**src/rtl/lcs_pkg.sv**
```systemverilog
// Shared types and constants for the linear contrast stretch block.
// No dependencies; used by every module of the block.
`timescale 1ns / 1ps

package lcs_pkg;

  localparam int GRAY_BITS      = 16;
  localparam int PIXEL_BITS_DEF = 16;
  localparam int DATA_BITS      = 32;
  localparam int ADDR_BITS      = 3;

  localparam logic [GRAY_BITS-1:0] MAX_GRAY_RESET = 16'd255;

  localparam logic [ADDR_BITS-3:0] REG_MAX_GRAY = 1'b0;

  localparam logic MODE_MEASURE = 1'b0;
  localparam logic MODE_APPLY   = 1'b1;

  typedef struct packed {
    logic                 mode;
    logic                 frame_start;
    logic [GRAY_BITS-1:0] pixel;
  } in_t;

  typedef struct packed {
    logic [GRAY_BITS-1:0] stretched;
    logic                 flat;
  } out_t;

endpackage

```
**src/rtl/lcs_div.sv**
```systemverilog
// Radix-2 restoring divider, one quotient bit per cycle.
// Depends on lcs_pkg for the quotient width.
`timescale 1ns / 1ps

module lcs_div #(
  parameter int PIX_BITS = lcs_pkg::PIXEL_BITS_DEF
) (
  input  logic                                 clk,
  input  logic                                 rst,
  input  logic                                 start,
  input  logic [PIX_BITS+lcs_pkg::GRAY_BITS-1:0] dividend,
  input  logic [PIX_BITS-1:0]                  divisor,
  output logic                                 done,
  output logic [lcs_pkg::GRAY_BITS-1:0]        quotient
);

  localparam int QB = lcs_pkg::GRAY_BITS;
  localparam int CB = $clog2(QB);

  logic [PIX_BITS-1:0] rem;
  logic [QB-1:0]       lo;
  logic [CB-1:0]       cnt;
  logic                busy;
  logic [PIX_BITS:0]   trial;
  logic                ge;
  logic [PIX_BITS:0]   diff_w;

  // remainder always below divisor, so the trial value fits one extra bit
  always_comb begin
    trial  = {rem, lo[QB-1]};
    ge     = trial >= {1'b0, divisor};
    diff_w = trial - {1'b0, divisor};
  end

  always_ff @(posedge clk) begin
    if (rst) begin
      busy <= 1'b0;
      cnt  <= '0;
      done <= 1'b0;
    end else if (start) begin
      busy <= 1'b1;
      cnt  <= CB'(QB - 1);
      rem  <= dividend[PIX_BITS+QB-1:QB];
      lo   <= dividend[QB-1:0];
      done <= 1'b0;
    end else if (busy) begin
      rem  <= ge ? diff_w[PIX_BITS-1:0] : trial[PIX_BITS-1:0];
      lo   <= {lo[QB-2:0], ge};
      cnt  <= cnt - 1'b1;
      busy <= (cnt != '0);
      done <= (cnt == '0);
    end else begin
      done <= 1'b0;
    end
  end

  assign quotient = lo;

endmodule

```
**src/rtl/linear_contrast_stretch_top.sv**
```systemverilog
// Top level of the min-max contrast stretch: register port, range tracking,
// sequencer and result register. Depends on lcs_pkg and lcs_div.
`timescale 1ns / 1ps

// Two-pass min-max stretch. Stream a frame with mode low to measure (first
// pixel with frame_start high), then again with mode high to get one result
// per pixel. A measure pixel does not stall the input. An apply pixel that
// needs the quotient passes transfer, multiply, 16 divider steps, result
// capture and result load, the radix-2 divider giving one quotient bit per
// cycle; flat, inverted, at-or-below-min and at-or-above-max pixels skip the
// multiply and divider. in_stall is high while an apply pixel is in progress.
// A result waiting in the output register does not block the next transfer.
module linear_contrast_stretch_top #(
  parameter int PIXEL_BITS = lcs_pkg::PIXEL_BITS_DEF
) (
  input  logic                            clk,
  input  logic                            rst,
  input  logic                            in_valid,
  output logic                            in_stall,
  input  lcs_pkg::in_t                    in_data,
  output logic                            out_valid,
  input  logic                            out_stall,
  output lcs_pkg::out_t                   out_data,
  input  logic                            psel,
  input  logic                            penable,
  input  logic                            pwrite,
  input  logic [lcs_pkg::ADDR_BITS-1:0]   paddr,
  input  logic [lcs_pkg::DATA_BITS-1:0]   pwdata,
  output logic [lcs_pkg::DATA_BITS-1:0]   prdata,
  output logic                            pready
);

  localparam int GB = lcs_pkg::GRAY_BITS;

  typedef enum logic [1:0] {S_IDLE, S_MUL, S_DIV, S_OUT} state_t;

  state_t                state;
  logic [GB-1:0]         max_gray;
  logic [PIXEL_BITS-1:0] min_seen, max_seen;
  logic [PIXEL_BITS-1:0] min_next, max_next;
  logic [PIXEL_BITS-1:0] base_min, base_max;
  logic [PIXEL_BITS-1:0] pix, diff, dvsr;
  logic [GB-1:0]         res;
  logic                  res_flat;
  logic                  in_xfer, cfg_wr, out_load;
  logic                  flat_c, zero_c, sat_c;
  logic [PIXEL_BITS+GB-1:0] prod;
  logic                  div_done;
  logic [GB-1:0]         quot;

  assign pready   = 1'b1;
  assign in_stall = (state != S_IDLE);
  assign in_xfer  = in_valid && !in_stall;
  assign cfg_wr   = psel && penable && pwrite;
  assign out_load = (state == S_OUT) && (!out_valid || !out_stall);

  assign prdata = (paddr[lcs_pkg::ADDR_BITS-1:2] == lcs_pkg::REG_MAX_GRAY) ?
                  {{(lcs_pkg::DATA_BITS-GB){1'b0}}, max_gray} : '0;

  always_comb begin
    pix      = in_data.pixel[PIXEL_BITS-1:0];
    base_min = in_data.frame_start ? max_gray[PIXEL_BITS-1:0] : min_seen;
    base_max = in_data.frame_start ? '0 : max_seen;
    min_next = (pix < base_min) ? pix : base_min;
    max_next = (pix > base_max) ? pix : base_max;
    flat_c   = (max_seen == min_seen);
    zero_c   = (max_seen < min_seen) || (pix <= min_seen);
    sat_c    = (pix >= max_seen);
  end

  // pixel strictly inside the range here, so the quotient stays below max_gray
  assign prod = diff * max_gray;

  lcs_div #(
    .PIX_BITS(PIXEL_BITS)
  ) u_div (
    .clk      (clk),
    .rst      (rst),
    .start    (state == S_MUL),
    .dividend (prod),
    .divisor  (dvsr),
    .done     (div_done),
    .quotient (quot)
  );

  always_ff @(posedge clk) begin
    if (rst) begin
      state     <= S_IDLE;
      out_valid <= 1'b0;
      max_gray  <= lcs_pkg::MAX_GRAY_RESET;
      min_seen  <= '1;
      max_seen  <= '0;
    end else begin
      if (cfg_wr && paddr[lcs_pkg::ADDR_BITS-1:2] == lcs_pkg::REG_MAX_GRAY) begin
        max_gray <= pwdata[GB-1:0];
      end
      if (out_load) begin
        out_valid <= 1'b1;
      end else if (!out_stall) begin
        out_valid <= 1'b0;
      end
      unique case (state)
        S_IDLE: begin
          if (in_xfer) begin
            if (in_data.mode == lcs_pkg::MODE_MEASURE) begin
              min_seen <= min_next;
              max_seen <= max_next;
            end else begin
              diff     <= pix - min_seen;
              dvsr     <= max_seen - min_seen;
              res_flat <= flat_c;
              if (flat_c || zero_c) begin
                res   <= '0;
                state <= S_OUT;
              end else if (sat_c) begin
                res   <= max_gray;
                state <= S_OUT;
              end else begin
                res   <= '0;
                state <= S_MUL;
              end
            end
          end
        end
        S_MUL: begin
          state <= S_DIV;
        end
        S_DIV: begin
          if (div_done) begin
            res   <= quot;
            state <= S_OUT;
          end
        end
        S_OUT: begin
          if (out_load) begin
            out_data.stretched <= res;
            out_data.flat      <= res_flat;
            state              <= S_IDLE;
          end
        end
        default: begin
          state <= S_IDLE;
        end
      endcase
    end
  end

endmodule
```
**config.mk**
```make
export PLATFORM = sky130hd
export DESIGN_NAME = linear_contrast_stretch_top
export DESIGN_NICKNAME = d
export VERILOG_FILES = /design/src/rtl/lcs_pkg.sv /design/src/rtl/lcs_div.sv /design/src/rtl/linear_contrast_stretch_top.sv
export SDC_FILE = /design/constraint.sdc
export NUM_CORES = 1
export LEC_CHECK = 0
export ABC_AREA = 1
export BUFFER_PORTS_ARGS = -buffer_cell sky130_fd_sc_hd__buf_2
export CORE_MARGIN = 1
export CORE_UTILIZATION = 47
export CTS_CLUSTER_SIZE = 10
export DETAILED_ROUTE_END_ITERATION = 8
export GPL_ROUTABILITY_DRIVEN = 0
export PLACE_DENSITY = 0.65
export SLEW_MARGIN = 40
export SYNTH_ARGS = -nofsm -noshare
export SYNTH_HDL_FRONTEND = slang
export SYNTH_SLANG_ARGS = --single-unit
```
**constraint.sdc**
```tcl
create_clock -name clk -period 15.6 [get_ports clk]
set_input_delay 2.34 -clock clk [delete_from_list [all_inputs] [get_ports clk]]
set_output_delay 2.34 -clock clk [all_outputs]
set_load 0.1 [all_outputs]
```
==> results.toml <==
[synthesis]
synth_top_area_share_pct = 20.36
synth.largest_area_cell = "sky130_fd_sc_hd__fa_1"
synth-async-reset-ratio_pct = 0
synth_top_cells_by_count = "679 x sky130_fd_sc_hd__nand2_1, 522 x sky130_fd_sc_hd__inv_1, 204 x sky130_fd_sc_hd__ha_1, 197 x sky130_fd_sc_hd__fa_1, 151 x sky130_fd_sc_hd__nand3_1"
synthCells = 2552
most_common_cell_in_the_netlist = "sky130_fd_sc_hd__nand2_1"
synth_enable_flop_cells = 98
syn-cell-area_um2 = 19370
synth_sequential_area_ratio_pct = 21.08
ys_warn_count = 0
dominantRegCellSynth = "sky130_fd_sc_hd__edfxtp_1"
synth_seq_cells = 155
syn-mean-instance-area_um2 = 7.592
largest_cells_by_area_after_synthesis = "sky130_fd_sc_hd__fa_1 20%, sky130_fd_sc_hd__edfxtp_1 15%, sky130_fd_sc_hd__ha_1 13%"
synth.lib_cells_used.distinct = 47

[cts]
cts_root_buf = "sky130_fd_sc_hd__clkbuf_16"
cts_inserted_buffers = 17
latest_clock_arrival_within_the_worst_skew_pair_ps = 450
post-cts-setup-buffers = 0
post_cts_hold_buffer_count = 0
clkSinkCount = 155
maximum_number_of_buffers_from_clock_root_to_sink = 2
htree_num_levels = 4
worst_setup_hold_path_clk_slew_ps = 60
tritoncts = "yes"
cts.repair.resized = 0

[sta]
tns_ps = 0
final_period_minus_worst_setup_slack_ps = 6205
timing.slew.headroom_pct = 43.66
timing.final.crit_share_pct = 39.78
timing_worst_slew_pin_value_ps = 845.1
max_clock_freq_ghz = 0.1612
setup-violations-final = 0
finalHoldViolCount = 0
grt_setup_unrepaired = "no"
drv_slew = 0
finClkSkew_ps = 15.40

[routing]
drtPass1Iterations = 7
route.detailed.drc = 0
num_vias = 16410
initialDrtViolationCount = 1144
wire_per_inst_um = 16.40
postRouteWirelength_um = 50820
drt.antenna.violating_nets = 0
via_per_inst = 5.297

[finish]
diodes = 0
proportion_of_layout_cells_with_a_drive_suffix_above_1_pct = 6.584
num-nets-final = 3015
num-fill-cells = 4018
final_util_pct = 50.57
area.growth.synth_to_final_pct = 6.329

[floorplanning]
core-area_um2 = 40740
floorplan.die.width_um = 205.0
die_area_um2 = 42040
initial_standard_cell_utilization_of_the_core_pct = 47.56
placementRows = 74
boundaryPins = 112
die_h_um = 205.0

[placed_design]
dpl.hpwl_um = 40090
place.port_buffers = 76

[setup_path]
rr_startpoint = "diff[10]"
setup.worst_path.class = "reg -> reg"
worst_ep_arrival_time_ps = 6510
critical_path.startpoint = "diff[10]"
critPathMaxFanout = 16
worst_setup_path_start_kind = "flip-flop"
critPathRequiredTime_ps = 15910
setup.worst_path.end_class = "flip-flop"

[hold_path]
timing.hold.worst.class = "reg -> reg"
holdCritStartpoint = "res[7]"

[global_route]
grt_start_max_net_pins = 43
groute.usage.overall_pct = 25.22
via_count_of_the_first_global_routing_pass = 16300
grt_overflow_total = 0
antenna_violations_before_repair = 1
first_pass_grt_wire_length_um = 83020

[flow_run]
timing.max_cap.violations = 0

[power_and_ir_drop]
irDropWorstVdd_uv = 225.4
pwr_density_cell_nw_per_um2 = 225.3
leakage_nw = 11.06

[run_status]
status = "completed"
[final cells by class]
type	instances	area, um^2	area share, %
clock buffers	18	429.2	2.083
flip-flops and latches	155	4099	19.90
multi-input cells	1761	12790	62.10
well taps	532	665.6	3.231
repair buffers	91	511.7	2.484
clock inverters	14	118.9	0.5770
inverters	528	1983	9.626
[layer usage]
layer / wire length (um) / GRT usage, %
met4: 1149 / 7.222
met5: 0 / 0
met1: 21950 / 33.03
met2: 24860 / 43.75
met3: 2854 / 2.768
[registers in the layout, indices dropped and copies added, names as in the netlist]
register	count
max_gray	16
res_flat	1
out_valid	1
u_div.busy	1
res	16
diff	16
u_div.quotient	16
max_seen	16
dvsr	16
min_seen	16
u_div.done	1
u_div.rem	16
state	2
out_data	17
u_div.cnt	4
[cell usage in the layout (no fill, tap or decap), types with 25 or more instances in the layout]
cell type	n
sky130_fd_sc_hd__edfxtp_1	98
sky130_fd_sc_hd__nor2_1	109
sky130_fd_sc_hd__ha_1	204
sky130_fd_sc_hd__buf_2	76
sky130_fd_sc_hd__fa_1	197
sky130_fd_sc_hd__xnor2_1	25
sky130_fd_sc_hd__inv_1	521
sky130_fd_sc_hd__a21oi_1	133
sky130_fd_sc_hd__nand3_1	151
sky130_fd_sc_hd__dfxtp_1	45
sky130_fd_sc_hd__o21ai_0	78
sky130_fd_sc_hd__nand2_1	679
[cells by family after synthesis]
| kind of cell | synth area share, % |
|---|---|
| AND/OR/NAND/NOR | 22.49 |
| adder cells (fa/ha/maj) | 33.53 |
| other | 0.03876 |
| flip-flops | 21.08 |
| buffers and inverters | 13.30 |
| AO/OA/AOI/OAI | 7.485 |
| XOR/XNOR | 2.079 |
[power breakdown]
part           total (mW)  internal [mW]  leakage [nW]  switching, mW
Sequential          0.642          0.575          1.37         0.0672
Clock               0.403          0.220         0.259          0.184
Combinational        3.60           1.25          9.43           2.35
Total                4.64           2.04          11.1           2.60
[path summary, 6_finish.rpt]
check | endpoint | slack, ps | cells after the start
setup / recovery | u_div.rem[5] | 9400 | 20
hold / removal | out_data[8] | 420 | 0
hold reg to reg | out_data[8] | 420 | 0
setup reg to reg | u_div.rem[5] | 9400 | 20
[worst max-delay path, cell delays in order, from the launching register on]
cell and delay [ps]:
sky130_fd_sc_hd__edfxtp_1 890, sky130_fd_sc_hd__nand2_1 180, sky130_fd_sc_hd__fa_1 530, sky130_fd_sc_hd__fa_1 520, sky130_fd_sc_hd__inv_1 50, sky130_fd_sc_hd__fa_1 470, sky130_fd_sc_hd__fa_1 520, sky130_fd_sc_hd__fa_1 550
sky130_fd_sc_hd__inv_1 60, sky130_fd_sc_hd__fa_1 530, sky130_fd_sc_hd__inv_1 50, sky130_fd_sc_hd__ha_1 370, sky130_fd_sc_hd__nand2_1 140, sky130_fd_sc_hd__nor2_1 240, sky130_fd_sc_hd__inv_1 90, sky130_fd_sc_hd__nor2_1 170
sky130_fd_sc_hd__nand4_1 130, sky130_fd_sc_hd__nand3_1 140, sky130_fd_sc_hd__xor2_1 180, sky130_fd_sc_hd__nand2_1 140, sky130_fd_sc_hd__nand2_1 110
[through the flow]
step | setup WS, ps | hold WS, ps | std cells | area (um^2) | power, mW
2_1_floorplan | 9154 | 400.3 | 2567 | 19430 | 3.336
5_1_grt | 9085 | 438.7 | 3099 | 20600 | 5.180
3_3_place_gp | 9393 | 400.6 | 3063 | 19980 | 4.172
4_1_cts | 9360 | 420.6 | 3098 | 20580 | 4.640
3_5_place_dp | 9405 | 405.7 | 3066 | 20030 | 4.215
6_report | 9395 | 419.2 | 3099 | 20600 | 4.641
(Power assumes the default switching activity.)
